<file path="config.mk">
export PLATFORM = sky130hd
export DESIGN_NAME = current_day_streak_counter
export DESIGN_NICKNAME = d
export VERILOG_FILES = /design/src/hw/rtl/cdsc_pkg.sv /design/src/hw/rtl/current_day_streak_counter.sv
export SDC_FILE = /design/constraint.sdc
export NUM_CORES = 1
export LEC_CHECK = 0
export ABC_AREA = 1
export BUFFER_PORTS_ARGS = -buffer_cell sky130_fd_sc_hd__buf_2
export CORE_MARGIN = 8
export CORE_UTILIZATION = 56
export DETAILED_ROUTE_END_ITERATION = 10
export PLACE_DENSITY = 0.78
export SLEW_MARGIN = 20
export SYNTH_ARGS = -nofsm -noshare
export SYNTH_HDL_FRONTEND = slang
export SYNTH_SLANG_ARGS = --single-unit
export TNS_END_PERCENT = 1
</file>
<file path="constraint.sdc">
create_clock -name clk -period 9.3 [get_ports clk]
set_clock_uncertainty 0.2 [all_clocks]
set_input_delay 1.86 -clock clk [delete_from_list [all_inputs] [get_ports clk]]
set_output_delay 1.86 -clock clk [all_outputs]
set_load 0.01 [all_outputs]
</file>
<file path="src/hw/rtl/cdsc_pkg.sv">
// shared constants, stage types and calendar tables for the day streak counter
package cdsc_pkg;

  localparam int DATE_W   = 64;
  localparam int USE_W    = 16;
  localparam int STREAK_W = 16;
  localparam int DAY_W    = 23;

  // days in one 400-year era, and days from 0000-03-01 to 1970-01-01
  localparam int ERA_DAYS  = 146097;
  localparam int EPOCH_OFS = 719468;

  // after the digit check: century and year split, shifted to a march-based year
  typedef struct packed {
    logic              list_start;
    logic              ok_use;
    logic              date_ok;
    logic signed [7:0] cent_adj;
    logic [6:0]        year_adj;
    logic [3:0]        month_idx;
    logic [4:0]        day;
  } s1_t;

  // after the day-number arithmetic
  typedef struct packed {
    logic                    list_start;
    logic                    ok_use;
    logic                    date_ok;
    logic signed [DAY_W-1:0] day_num;
  } s2_t;

  function automatic logic [4:0] month_len(input logic [3:0] month, input logic leap);
    logic [4:0] len;
    unique case (month)
      4'd2:                       len = leap ? 5'd29 : 5'd28;
      4'd4, 4'd6, 4'd9, 4'd11:    len = 5'd30;
      default:                    len = 5'd31;
    endcase
    return len;
  endfunction

  // days from 1 march to the first of the month, month index 0 is march
  function automatic logic [8:0] march_offset(input logic [3:0] idx);
    logic [8:0] ofs;
    unique case (idx)
      4'd0:    ofs = 9'd0;
      4'd1:    ofs = 9'd31;
      4'd2:    ofs = 9'd61;
      4'd3:    ofs = 9'd92;
      4'd4:    ofs = 9'd122;
      4'd5:    ofs = 9'd153;
      4'd6:    ofs = 9'd184;
      4'd7:    ofs = 9'd214;
      4'd8:    ofs = 9'd245;
      4'd9:    ofs = 9'd275;
      4'd10:   ofs = 9'd306;
      4'd11:   ofs = 9'd337;
      default: ofs = 9'd0;
    endcase
    return ofs;
  endfunction

endpackage

</file>
<file path="src/hw/rtl/current_day_streak_counter.sv">
// day streak counter: date check, day-number conversion and run count
// three pipeline stages (parse, day number, streak update); a request passes the
// stage 1, stage 2 and output registers; one request per cycle while out_stall is low
// the streak update is the only loop and closes within the last stage
// synchronous active-low reset empties the pipeline, clears the streak state and
// sets the usage threshold to 4.0 h
module current_day_streak_counter (
  input  logic                                 clk,
  input  logic                                 rst_n,
  input  logic                                 cfg_wr_en,
  input  logic [cdsc_pkg::USE_W-1:0]           cfg_wr_data,
  input  logic                                 in_valid,
  output logic                                 in_stall,
  input  logic                                 in_list_start,
  input  logic [cdsc_pkg::DATE_W-1:0]          in_date_text,
  input  logic [cdsc_pkg::USE_W-1:0]           in_usage_time,
  output logic                                 out_valid,
  input  logic                                 out_stall,
  output logic [cdsc_pkg::STREAK_W-1:0]        out_streak_length,
  output logic                                 out_streak_ended,
  output logic                                 out_date_valid,
  output logic signed [cdsc_pkg::DAY_W-1:0]    out_day_number
);
  import cdsc_pkg::*;

  logic [USE_W-1:0]        threshold_r;
  logic                    s1_v_r, s2_v_r, out_v_r;
  s1_t                     s1_r, s1_nxt;
  s2_t                     s2_r, s2_nxt;
  logic [STREAK_W-1:0]     count_r, count_nxt;
  logic signed [DAY_W-1:0] prev_day_r, prev_day_nxt;
  logic                    stopped_r, stopped_nxt;
  logic [STREAK_W-1:0]     len_r;
  logic                    ended_r, dvalid_r;
  logic signed [DAY_W-1:0] dnum_r;

  logic out_free, s2_move, s2_free, s1_move, s1_free, in_acc;

  // flow control
  assign out_free = !out_v_r || !out_stall;
  assign s2_move  = s2_v_r && out_free;
  assign s2_free  = !s2_v_r || s2_move;
  assign s1_move  = s1_v_r && s2_free;
  assign s1_free  = !s1_v_r || s1_move;
  assign in_acc   = in_valid && s1_free;
  assign in_stall = !s1_free;

  // stage 1: digit check, calendar range check, usage check and march-based year split
  logic [3:0] dig [8];
  logic [7:0] dig_ok;
  logic [6:0] cent, yy, mon, dom;
  logic       leap;

  always_comb begin
    for (int i = 0; i < 8; i++) begin
      dig_ok[i] = (in_date_text[DATE_W-1-8*i -: 8] >= 8'h30) &&
                  (in_date_text[DATE_W-1-8*i -: 8] <= 8'h39);
      dig[i]    = in_date_text[DATE_W-5-8*i -: 4];
    end
    cent = 7'(dig[0]) * 7'd10 + 7'(dig[1]);
    yy   = 7'(dig[2]) * 7'd10 + 7'(dig[3]);
    mon  = 7'(dig[4]) * 7'd10 + 7'(dig[5]);
    dom  = 7'(dig[6]) * 7'd10 + 7'(dig[7]);
    // leap: year divisible by 4, centuries only when divisible by 400
    leap = (yy == 7'd0) ? (cent[1:0] == 2'd0) : (yy[1:0] == 2'd0);

    s1_nxt.list_start = in_list_start;
    s1_nxt.ok_use     = in_usage_time >= threshold_r;
    s1_nxt.date_ok    = (&dig_ok) && (mon >= 7'd1) && (mon <= 7'd12) &&
                        (dom >= 7'd1) && (dom <= 7'd31) &&
                        (dom[4:0] <= month_len(mon[3:0], leap));
    s1_nxt.day        = dom[4:0];
    // january and february count towards the previous year
    if (mon <= 7'd2) begin
      s1_nxt.month_idx = 4'(mon + 7'd9);
      if (yy == 7'd0) begin
        s1_nxt.cent_adj = $signed({1'b0, cent}) - 8'sd1;
        s1_nxt.year_adj = 7'd99;
      end else begin
        s1_nxt.cent_adj = $signed({1'b0, cent});
        s1_nxt.year_adj = yy - 7'd1;
      end
    end else begin
      s1_nxt.month_idx = 4'(mon - 7'd3);
      s1_nxt.cent_adj  = $signed({1'b0, cent});
      s1_nxt.year_adj  = yy;
    end
  end

  // stage 2: day number, era from century div 4, year of era from the rest
  logic signed [5:0]  era;
  logic [1:0]         cent_mod;
  logic [8:0]         yoe;
  logic [6:0]         leap_days;
  logic [17:0]        doe;
  logic signed [24:0] era_ext, era_days, days;

  always_comb begin
    era       = 6'(s1_r.cent_adj >>> 2);
    cent_mod  = s1_r.cent_adj[1:0];
    yoe       = 9'(cent_mod) * 9'd100 + 9'(s1_r.year_adj);
    // yoe/4 - yoe/100 with yoe/100 equal to the century remainder
    leap_days = 7'(cent_mod) * 7'd25 + 7'(s1_r.year_adj[6:2]);
    doe       = 18'(yoe) * 18'd365 + 18'(leap_days) - 18'(cent_mod) +
                18'(march_offset(s1_r.month_idx)) + 18'(s1_r.day) - 18'd1;
    era_ext   = {{19{era[5]}}, era};
    era_days  = era_ext * 25'(ERA_DAYS);
    days      = era_days + $signed({7'b0, doe}) - 25'(EPOCH_OFS);

    s2_nxt.list_start = s1_r.list_start;
    s2_nxt.ok_use     = s1_r.ok_use;
    s2_nxt.date_ok    = s1_r.date_ok;
    s2_nxt.day_num    = s1_r.date_ok ? days[DAY_W-1:0] : '0;
  end

  // stage 3: streak update
  logic [STREAK_W-1:0]     cnt_cur;
  logic signed [DAY_W-1:0] prev_cur;
  logic                    stp_cur;
  logic signed [DAY_W:0]   gap;

  always_comb begin
    cnt_cur  = s2_r.list_start ? '0 : count_r;
    prev_cur = s2_r.list_start ? '0 : prev_day_r;
    stp_cur  = s2_r.list_start ? 1'b0 : stopped_r;
    gap      = {prev_cur[DAY_W-1], prev_cur} - {s2_r.day_num[DAY_W-1], s2_r.day_num};

    count_nxt    = cnt_cur;
    prev_day_nxt = prev_cur;
    stopped_nxt  = stp_cur;
    if (!stp_cur) begin
      if (!s2_r.date_ok) begin
        stopped_nxt = 1'b1;
      end else if (cnt_cur == '0) begin
        if (s2_r.ok_use) begin
          count_nxt    = STREAK_W'(1);
          prev_day_nxt = s2_r.day_num;
        end else begin
          stopped_nxt = 1'b1;
        end
      end else if (gap == (DAY_W+1)'(1) && s2_r.ok_use) begin
        if (cnt_cur != '1) begin
          count_nxt = cnt_cur + STREAK_W'(1);
        end
        prev_day_nxt = s2_r.day_num;
      end else begin
        stopped_nxt = 1'b1;
      end
    end
  end

  // control and state
  always_ff @(posedge clk) begin
    if (!rst_n) begin
      threshold_r <= USE_W'(1024);
      s1_v_r      <= 1'b0;
      s2_v_r      <= 1'b0;
      out_v_r     <= 1'b0;
      count_r     <= '0;
      prev_day_r  <= '0;
      stopped_r   <= 1'b0;
    end else begin
      if (cfg_wr_en) begin
        threshold_r <= cfg_wr_data;
      end
      if (s1_free) begin
        s1_v_r <= in_valid;
      end
      if (s2_free) begin
        s2_v_r <= s1_v_r;
      end
      if (out_free) begin
        out_v_r <= s2_v_r;
      end
      if (s2_move) begin
        count_r    <= count_nxt;
        prev_day_r <= prev_day_nxt;
        stopped_r  <= stopped_nxt;
      end
    end
  end

  // payload
  always_ff @(posedge clk) begin
    if (in_acc) begin
      s1_r <= s1_nxt;
    end
    if (s1_move) begin
      s2_r <= s2_nxt;
    end
    if (s2_move) begin
      len_r    <= count_nxt;
      ended_r  <= stopped_nxt;
      dvalid_r <= s2_r.date_ok;
      dnum_r   <= s2_r.day_num;
    end
  end

  assign out_valid         = out_v_r;
  assign out_streak_length = len_r;
  assign out_streak_ended  = ended_r;
  assign out_date_valid    = dvalid_r;
  assign out_day_number    = dnum_r;

endmodule

</file>
==> impl_results.html, run 1 <==
<table>
<tr><th>Metric</th><th>Value</th></tr>
<tr><th colspan="2">Critical path</th></tr>
<tr><td>Largest incremental delay on the critical path</td><td>between 0.6 and 0.7 ns</td></tr>
<tr><td>Arrival time of the worst setup path</td><td>9.16 ns</td></tr>
<tr><td>Startpoint type of the worst setup path</td><td>flip-flop</td></tr>
<tr><td>Cell at the slowest stage of the critical path</td><td>fa_1</td></tr>
<tr><td>CP endpoint kind</td><td>flip-flop</td></tr>
<tr><td>Start-to-end type of the worst setup path</td><td>flip-flop to flip-flop</td></tr>
<tr><td>Top fanout value on the critical path</td><td>5</td></tr>
<tr><td>Data required time of the critical path</td><td>about 9.3 ns</td></tr>
<tr><td>Most frequent cell on the critical path</td><td>inv_1</td></tr>
<tr><th colspan="2">Floorplanning</th></tr>
<tr><td>Placement row count</td><td>64</td></tr>
<tr><td>Die width</td><td>around 190 um</td></tr>
<tr><td>Area of the core</td><td>~30000 um2</td></tr>
<tr><td>Die footprint</td><td>36600 um2</td></tr>
<tr><td>Starting Density</td><td>0.566</td></tr>
<tr><td>Die Y</td><td>191 um</td></tr>
<tr><td>Number of top-level pins</td><td>145</td></tr>
<tr><th colspan="2">Place</th></tr>
<tr><td>Placed wire-length estimate after detailed placement</td><td>between 30000 and 40000 um</td></tr>
<tr><td>Number of buffer cells added on primary ports</td><td>144</td></tr>
<tr><td>Final weighted congestion in routability-driven placement</td><td>0.955</td></tr>
<tr><td>DP Cell Count</td><td>2819</td></tr>
<tr><th colspan="2">Route</th></tr>
<tr><td>Total length of routed met3 wires</td><td>1860 um</td></tr>
<tr><td>Detailed Route Iter0 Violations</td><td>980</td></tr>
<tr><td>Average routed wire per standard cell</td><td>15.3 um</td></tr>
<tr><td>Iteration count of the initial detailed-routing pass</td><td>8</td></tr>
<tr><td>Via total after detailed routing</td><td>15400</td></tr>
<tr><td>Vias per inst</td><td>5.38</td></tr>
<tr><td>Met2 wire length</td><td>roughly 23000 um</td></tr>
<tr><td>WL final</td><td>roughly 44000 um</td></tr>
<tr><td>Number of remaining DRC errors</td><td>0</td></tr>
<tr><td>Uppermost routed layer</td><td>met4</td></tr>
<tr><td>Metal-1 WL</td><td>17700 um</td></tr>
<tr><td>Number of antenna-violating nets in the routed design</td><td>0</td></tr>
<tr><th colspan="2">Synthesis</th></tr>
<tr><td>Sequential element share of the synthesized area</td><td>0.243</td></tr>
<tr><td>Number of enable flip-flop cells after synthesis</td><td>94</td></tr>
<tr><td>Cell count after synthesis</td><td>2310</td></tr>
<tr><td>Synthesized area per cell</td><td>7.45 um2</td></tr>
<tr><td>Netlist Area Pre-Place</td><td>roughly 17000 um2</td></tr>
<tr><td>Async S/R FF share, synth</td><td>0</td></tr>
<tr><td>Seq cells post-synth</td><td>162</td></tr>
<tr><td>Yosys warns</td><td>0</td></tr>
<tr><td>Syn nets</td><td>2727</td></tr>
<tr><td>Synth Flop Type</td><td>edfxtp_1</td></tr>
<tr><td>Number of different library cells in the post-synthesis netlist</td><td>52</td></tr>
<tr><th colspan="2">Final layout</th></tr>
<tr><td>Most common cell after layout, fill and taps aside</td><td>nand2_1</td></tr>
<tr><td>Most frequent cells in the layout</td><td>nand2_1, inv_1, ha_1</td></tr>
<tr><td>Fraction of final layout cells with drive strength greater than 1</td><td>0.123</td></tr>
<tr><td>Post-route non-filler standard cell count</td><td>2863</td></tr>
<tr><td>Count of inserted antenna diode cells</td><td>0</td></tr>
<tr><td>Final layout net count</td><td>2871</td></tr>
<tr><td>Fillers</td><td>2703</td></tr>
<tr><td>Area growth from synthesis to layout</td><td>11.9%</td></tr>
<tr><th colspan="2">Worst hold path</th></tr>
<tr><td>Hold WC Path Type</td><td>flip-flop to flip-flop</td></tr>
<tr><th colspan="2">Clocking</th></tr>
<tr><td>Clock Tree Buf Depth</td><td>2</td></tr>
<tr><td>Clock-pin transition on the worst setup and hold timing paths</td><td>0.08 ns</td></tr>
<tr><td>Clock sink count</td><td>162</td></tr>
<tr><td>Clock network latency to the later pin of the worst-skew pair</td><td>0.44 ns</td></tr>
<tr><td>Clock tree root buffer cell</td><td>clkbuf_16</td></tr>
<tr><td>Number of clock buffers inserted by TritonCTS</td><td>17</td></tr>
<tr><td>TritonCTS clock tree</td><td>yes</td></tr>
<tr><td>H-tree lvl count</td><td>4</td></tr>
<tr><th colspan="2">Run status</th></tr>
<tr><td>Status</td><td>complete, no violations</td></tr>
<tr><th colspan="2">Timing</th></tr>
<tr><td>Peak clock frequency supported by timing</td><td>109 MHz</td></tr>
<tr><td>Final setup violation count</td><td>0</td></tr>
<tr><td>Measured slew at the worst slew-check pin</td><td>1.08 ns</td></tr>
<tr><td>Min Tclk post-route</td><td>9.17 ns</td></tr>
<tr><td>Hold violation total from the final report</td><td>0</td></tr>
<tr><td>Fraction of the cycle the final worst path needs</td><td>0.986</td></tr>
<tr><td>Total count of max-transition violations in the final report</td><td>0</td></tr>
<tr><td>Tightest slew margin relative to the limit</td><td>0.275</td></tr>
<tr><th colspan="2">Global route</th></tr>
<tr><td>Largest net degree at the start of global routing</td><td>81</td></tr>
<tr><td>Number of global-route vias before repair</td><td>between 15000 and 20000</td></tr>
<tr><td>Number of antenna violations at the first check in global routing</td><td>0</td></tr>
<tr><td>Remaining global-route overflow</td><td>0</td></tr>
<tr><td>Global-route wire length before repair</td><td>70100 um</td></tr>
<tr><td>Total GRT Usage</td><td>0.233</td></tr>
<tr><th colspan="2">Run</th></tr>
<tr><td>Max capacitance violation total</td><td>0</td></tr>
</table>
==> flip-flops by register name, indices dropped and copies added, names as in the netlist, named ones only <==
register and cells:
threshold_r 16, out_streak_ended 1, out_streak_length 16, era 6, cent_mod 2, s2_v_r 1, out_day_number 23, s1_v_r 1
out_valid 1, s2_r 26, s1_r 19, prev_day_r 23, stopped_r 1, out_date_valid 1, count_r 16
==> per-layer routing <==
| metal | vias up | track usage |
|---|---|---|
| met4 | 0 | 0.0604 |
| met1 | 7258 | 0.272 |
| met3 | 66 | 0.0239 |
| li1 | 7665 | - |
| met5 | - | 0 |
| met2 | 401 | 0.443 |
==> metrics by stage <==
| stage | setup slack [ns] | cell area (um2) | TNS [ns] | hold WS, ns | util |
|---|---|---|---|---|---|
| 2_1_floorplan | 0.359 | 17200 | 0 | 0.200 | - |
| 3_3_place_gp | 0.139 | 18300 | 0 | 0.207 | 0.603 |
| 3_5_place_dp | -0.135 | 18300 | -0.170 | 0.205 | 0.603 |
| 4_1_cts | 0.00748 | 18900 | 0 | 0.221 | 0.622 |
| 5_1_grt | -0.270 | 19300 | -0.908 | 0.240 | 0.633 |
| 6_report | 0.130 | 19300 | 0 | 0.221 | 0.633 |
==> worst paths after layout <==
kind | from | end | slack, ns | depth (start not counted)
worst max-delay path | cent_mod[0]$_DFFE_PP_ | s2_r[19]$_SDFFCE_PN0P_ | 0.13 | 40
worst min-delay path | s1_r[26]$_DFFE_PP_ | s2_r[25]$_DFFE_PP_ | 0.22 | 0
worst max register to register | cent_mod[0]$_DFFE_PP_ | s2_r[19]$_SDFFCE_PN0P_ | 0.13 | 40
worst min register to register | s1_r[26]$_DFFE_PP_ | s2_r[25]$_DFFE_PP_ | 0.22 | 0
==> worst max-delay path: cells and delay by family (launching register included) <==
| family | cells | cell delay (ns) |
|---|---|---|
| AO/OA/AOI/OAI | 13 | 2.07 |
| XOR/XNOR | 1 | 0.18 |
| adder cells (fa/ha/maj) | 11 | 4.65 |
| buffers and inverters | 12 | 0.94 |
| flip-flops | 1 | 0.45 |
| AND/OR/NAND/NOR | 3 | 0.41 |
==> kinds of logic (layout without fill, tap and decap cells) <==
group	count (synthesis)	after routing	synth area share
flip-flops	162	162	0.243
adder cells (fa/ha/maj)	315	315	0.273
XOR/XNOR	57	57	0.0290
buffers and inverters	549	706	0.122
AO/OA/AOI/OAI	345	345	0.109
AND/OR/NAND/NOR	882	882	0.224
==> cell usage after synthesis, types with 29 or more instances <==
cell | n | share of area
a21oi_1 | 170 | 0.049
clkbuf_1 | 29 | 0.0063
dfxtp_1 | 68 | 0.079
edfxtp_1 | 94 | 0.16
fa_1 | 100 | 0.12
ha_1 | 215 | 0.16
inv_1 | 490 | 0.11
nand2_1 | 513 | 0.11
nand3_1 | 125 | 0.036
nand4_1 | 36 | 0.013
nor2_1 | 130 | 0.028
o21ai_0 | 108 | 0.031
xor2_1 | 44 | 0.022
==> final cells by class <==
class	instances	area [um2]	area share
Multi-Input combinational cell	1599	11200	0.581
Sequential cell	162	4180	0.217
Inverter	502	1880	0.0978
Timing Repair Buffer	172	935	0.0485
Tap cell	396	495	0.0257
Clock buffer	18	429	0.0223
Clock inverter	14	145	0.00753
==> what timing repair did <==
item / CTS / global route
setup endpoints to repair: 2 / 8
gates resized for setup: 2 / 48
hold buffers: 0 / 0
setup buffers: 1 / 11
pin swaps: 0 / 19
Power of run 1 is not shown: default switching activity piles up to over one toggle a cycle in this logic, so the estimate is an artifact.
==> inputs of run 2 (changes only) <==
Settings changed: ABC_AREA 1 to 0, PLACE_DENSITY 0.78 to 0.79.
==> run 2 against run 1 <==
Against the previous run: the run now ends with setup timing left; count of clock-buffer cells in the layout is 1 lower; routed wire length fell by 21%; critical path depth shrank 1; cell area fell by 7.6%; sequential share of layout area up 1.8 points; synthesized cell count shrank 30%; global-route usage is 2.6 points lower; register-to-register slack worse by 0.13 ns; utilization rose by 1.3 points; first-iteration DRC count shrank 22%; die area is 9.1% lower; synthesized area is 9.9% lower; critical endpoint is now s2_r[22]$_SDFFCE_PN0P_.
==> impl_results.html, run 2 <==
<table>
<tr><th>Metric</th><th>Value</th></tr>
<tr><th colspan="2">Critical path</th></tr>
<tr><td>FF-to-FF End</td><td>s2_r[22]$_SDFFCE_PN0P_</td></tr>
<tr><td>CP delay by family, top</td><td>adder cells</td></tr>
<tr><td>Crit path from</td><td>cent_mod[1]$_DFFE_PP_</td></tr>
<tr><td>Cell count of the worst reg-to-reg path</td><td>39</td></tr>
<tr><td>Startpoint type of the worst setup path</td><td>flip-flop</td></tr>
<tr><td>Most frequent cell on the critical path</td><td>fa_1</td></tr>
<tr><td>Worst R2R Start</td><td>cent_mod[1]$_DFFE_PP_</td></tr>
<tr><td>Arrival time of the worst setup path</td><td>around 9.3 ns</td></tr>
<tr><td>Data required time of the critical path</td><td>9.29 ns</td></tr>
<tr><td>Largest incremental delay on the critical path</td><td>0.54 ns</td></tr>
<tr><td>Flop-to-flop setup slack</td><td>-0.004 ns</td></tr>
<tr><td>Cell at the slowest stage of the critical path</td><td>fa_1</td></tr>
<tr><td>Buffer and inverter count on the worst path</td><td>9</td></tr>
<tr><td>CP endpoint kind</td><td>flip-flop</td></tr>
<tr><td>Start-to-end type of the worst setup path</td><td>flip-flop to flip-flop</td></tr>
<tr><td>Path length in cells of the critical path</td><td>39</td></tr>
<tr><td>Top fanout value on the critical path</td><td>3</td></tr>
<tr><th colspan="2">Route</th></tr>
<tr><td>Number of remaining DRC errors</td><td>0</td></tr>
<tr><td>WL final</td><td>34700 um</td></tr>
<tr><td>Via total after detailed routing</td><td>12000</td></tr>
<tr><td>Vias per inst</td><td>5.50</td></tr>
<tr><td>Detailed Route Iter0 Violations</td><td>763</td></tr>
<tr><td>Iteration count of the initial detailed-routing pass</td><td>5</td></tr>
<tr><td>Average routed wire per standard cell</td><td>15.9 um</td></tr>
<tr><td>Number of antenna-violating nets in the routed design</td><td>0</td></tr>
<tr><th colspan="2">Final layout</th></tr>
<tr><td>Most common cell after layout, fill and taps aside</td><td>inv_1</td></tr>
<tr><td>Final layout net count</td><td>around 2200</td></tr>
<tr><td>Area growth from synthesis to layout</td><td>14.7%</td></tr>
<tr><td>Final design instance area without fill</td><td>17800 um2</td></tr>
<tr><td>FF+latch area</td><td>approximately 4200 um2</td></tr>
<tr><td>Fillers</td><td>2172</td></tr>
<tr><td>Flip-flop count of the largest register, all copies and words added</td><td>26</td></tr>
<tr><td>Most frequent cells in the layout</td><td>inv_1, ha_1, buf_2</td></tr>
<tr><td>Area of combinational cells with multiple inputs</td><td>10400 um2</td></tr>
<tr><td>Top reg by flops</td><td>s2_r</td></tr>
<tr><td>Fraction of final layout cells with drive strength greater than 1</td><td>0.181</td></tr>
<tr><td>Count of inserted antenna diode cells</td><td>0</td></tr>
<tr><th colspan="2">Place</th></tr>
<tr><td>Placed wire-length estimate after detailed placement</td><td>27200 um</td></tr>
<tr><td>Number of buffer cells added on primary ports</td><td>144</td></tr>
<tr><td>Setup WS pre-CTS</td><td>-0.429 ns</td></tr>
<tr><td>Final weighted congestion in routability-driven placement</td><td>0.948</td></tr>
<tr><td>Placement Cell Area</td><td>approximately 17000 um2</td></tr>
<tr><th colspan="2">Synthesis</th></tr>
<tr><td>Post-synth top area share</td><td>0.182</td></tr>
<tr><td>Most area-consuming cells after synthesis</td><td>edfxtp_1, ha_1, fa_1</td></tr>
<tr><td>Synthesized area per cell</td><td>9.60 um2</td></tr>
<tr><td>Sequential element share of the synthesized area</td><td>0.270</td></tr>
<tr><td>Synth top cells by count</td><td>inv_1, ha_1, fa_1</td></tr>
<tr><td>Leading cell type by number of instances after synthesis</td><td>inv_1</td></tr>
<tr><td>Seq cells post-synth</td><td>162</td></tr>
<tr><td>Async S/R FF share, synth</td><td>0</td></tr>
<tr><td>Netlist Area Pre-Place</td><td>15500 um2</td></tr>
<tr><td>Synth Flop Type</td><td>edfxtp_1</td></tr>
<tr><td>Number of different library cells in the post-synthesis netlist</td><td>96</td></tr>
<tr><td>Number of enable flip-flop cells after synthesis</td><td>94</td></tr>
<tr><td>Cell type with the largest total area after synthesis</td><td>edfxtp_1</td></tr>
<tr><td>Yosys warns</td><td>0</td></tr>
<tr><td>Cell count after synthesis</td><td>1615</td></tr>
<tr><td>Syn nets</td><td>roughly 2000</td></tr>
<tr><th colspan="2">Clocking</th></tr>
<tr><td>Number of clock buffers inserted by TritonCTS</td><td>17</td></tr>
<tr><td>Clock tree root buffer cell</td><td>clkbuf_16</td></tr>
<tr><td>H-tree lvl count</td><td>4</td></tr>
<tr><td>Clock network latency to the later pin of the worst-skew pair</td><td>0.44 ns</td></tr>
<tr><td>Clock-pin transition on the worst setup and hold timing paths</td><td>0.07 ns</td></tr>
<tr><td>TritonCTS clock tree</td><td>yes</td></tr>
<tr><td>Clock Tree Buf Depth</td><td>2</td></tr>
<tr><td>Number of hold buffers added after cts</td><td>0</td></tr>
<tr><td>Clock sink count</td><td>162</td></tr>
<tr><th colspan="2">Timing</th></tr>
<tr><td>Tightest slew margin relative to the limit</td><td>0.430</td></tr>
<tr><td>Min Tclk post-route</td><td>roughly 9.3 ns</td></tr>
<tr><td>Worst setup margin</td><td>-0.00372 ns</td></tr>
<tr><td>Final setup violation count</td><td>1</td></tr>
<tr><td>Measured slew at the worst slew-check pin</td><td>0.831 ns</td></tr>
<tr><td>Peak clock frequency supported by timing</td><td>107 MHz</td></tr>
<tr><td>Total count of max-transition violations in the final report</td><td>0</td></tr>
<tr><td>Hold violation total from the final report</td><td>0</td></tr>
<tr><td>Minimum hold slack</td><td>0.226 ns</td></tr>
<tr><td>Fraction of the cycle the final worst path needs</td><td>1.00</td></tr>
<tr><td>Setup repair after global routing missed its margin</td><td>yes</td></tr>
<tr><th colspan="2">Floorplanning</th></tr>
<tr><td>Die footprint</td><td>33300 um2</td></tr>
<tr><td>Die width</td><td>approximately 180 um</td></tr>
<tr><td>Starting Density</td><td>0.563</td></tr>
<tr><td>Placement row count</td><td>61</td></tr>
<tr><td>Die Y</td><td>approximately 180 um</td></tr>
<tr><td>Area of the core</td><td>27600 um2</td></tr>
<tr><td>Number of top-level pins</td><td>145</td></tr>
<tr><th colspan="2">Global route</th></tr>
<tr><td>Largest net degree at the start of global routing</td><td>64</td></tr>
<tr><td>Remaining global-route overflow</td><td>0</td></tr>
<tr><td>Number of global-route vias before repair</td><td>12400</td></tr>
<tr><td>Global-route wire length before repair</td><td>about 57000 um</td></tr>
<tr><td>Number of antenna violations at the first check in global routing</td><td>0</td></tr>
<tr><td>Total GRT Usage</td><td>0.206</td></tr>
<tr><th colspan="2">Worst hold path</th></tr>
<tr><td>Number of cells on the worst hold path</td><td>0</td></tr>
<tr><td>Hold path start</td><td>s1_r[26]$_DFFE_PP_</td></tr>
<tr><td>Endpoint with the worst hold slack</td><td>s2_r[25]$_DFFE_PP_</td></tr>
<tr><td>Hold WC Path Type</td><td>flip-flop to flip-flop</td></tr>
<tr><th colspan="2">Run</th></tr>
<tr><td>Max capacitance violation total</td><td>0</td></tr>
<tr><th colspan="2">Run status</th></tr>
<tr><td>Failing checks</td><td>setup timing</td></tr>
<tr><td>Status</td><td>complete, but fails checks</td></tr>
</table>
==> run 2: cell count changes after synthesis, moves of 34 or more <==
cell | previous run | this run
nand2_1 | 513 | 94
inv_1 | 490 | 270
a21oi_1 | 170 | 74
nand3_1 | 125 | 33
nor2_1 | 130 | 75
o21ai_0 | 108 | 57
xnor2_1 | 13 | 64
nor2b_1 | 0 | 42
a21o_1 | 1 | 35
==> run 2: final cells by class <==
cell class                      count  share of cell area
Multi-Input combinational cell   1143               0.586
Sequential cell                   162               0.235
Timing Repair Buffer              198              0.0637
Inverter                          272              0.0574
Tap cell                          378              0.0266
Clock buffer                       17              0.0239
Clock inverter                     15             0.00696
==> run 2: worst reg2reg max path, delay by kind of cell, from the launching register on <==
kind | cells | cell delay [ns]
and+or+nand+nor | 3 | 0.67
buffers and inverters | 9 | 0.58
AOI/OAI and AO/OA | 12 | 2.09
DFF | 1 | 0.40
xor gates and xnor gates | 3 | 0.42
adders and majority gates | 12 | 4.67
==> run 2: worst max-delay path by stage <==
stage | end | slack, ns
after detailed placement | s2_r[22]$_SDFFCE_PN0P_ | -0.43
after global routing | s2_r[22]$_SDFFCE_PN0P_ | -0.35
after global placement | s2_r[22]$_SDFFCE_PN0P_ | -0.16
final | s2_r[22]$_SDFFCE_PN0P_ | -0.004
after CTS | s2_r[22]$_SDFFCE_PN0P_ | 0.0003
after floorplan | s2_r[22]$_SDFFCE_PN0P_ | 0.02
==> run 2: per-stage QoR <==
| step | TNS, ns | cells | utilization |
|---|---|---|---|
| final | -0.00372 | 2185 | 0.646 |
| after global routing | -1.23 | 2185 | 0.646 |
| after CTS | 0 | 2180 | 0.640 |
| after detailed placement | -1.22 | 2145 | 0.613 |
| after global placement | -0.290 | 2145 | 0.613 |
| after floorplan | 0 | 1615 | - |
==> run 2: layer usage <==
layer,GRT usage,vias up,part of all wire
met1,0.240,5745,0.42
met4,0.0731,0,0.024
met3,0.0312,60,0.039
li1,-,5922,-
met2,0.379,299,0.52
met5,0,-,0
==> run 2: what timing repair did <==
action                                  CTS  global route
gates resized for setup                  30            29
setup buffers                             3             5
pin swaps                                40            37
endpoints found under the setup margin    6             8
==> run 2: kinds of logic (layout without fill, tap and decap cells) <==
group,after synthesis,count (layout),share of synthesized area
adders and majority gates,315,315,0.303
muxes,26,26,0.0173
xor gates and xnor gates,89,89,0.0503
buffers and inverters,310,502,0.0777
AOI/OAI and AO/OA,316,316,0.147
DFF,162,162,0.270
and+or+nand+nor,397,397,0.136
Power of run 2 is left out for the same reason.
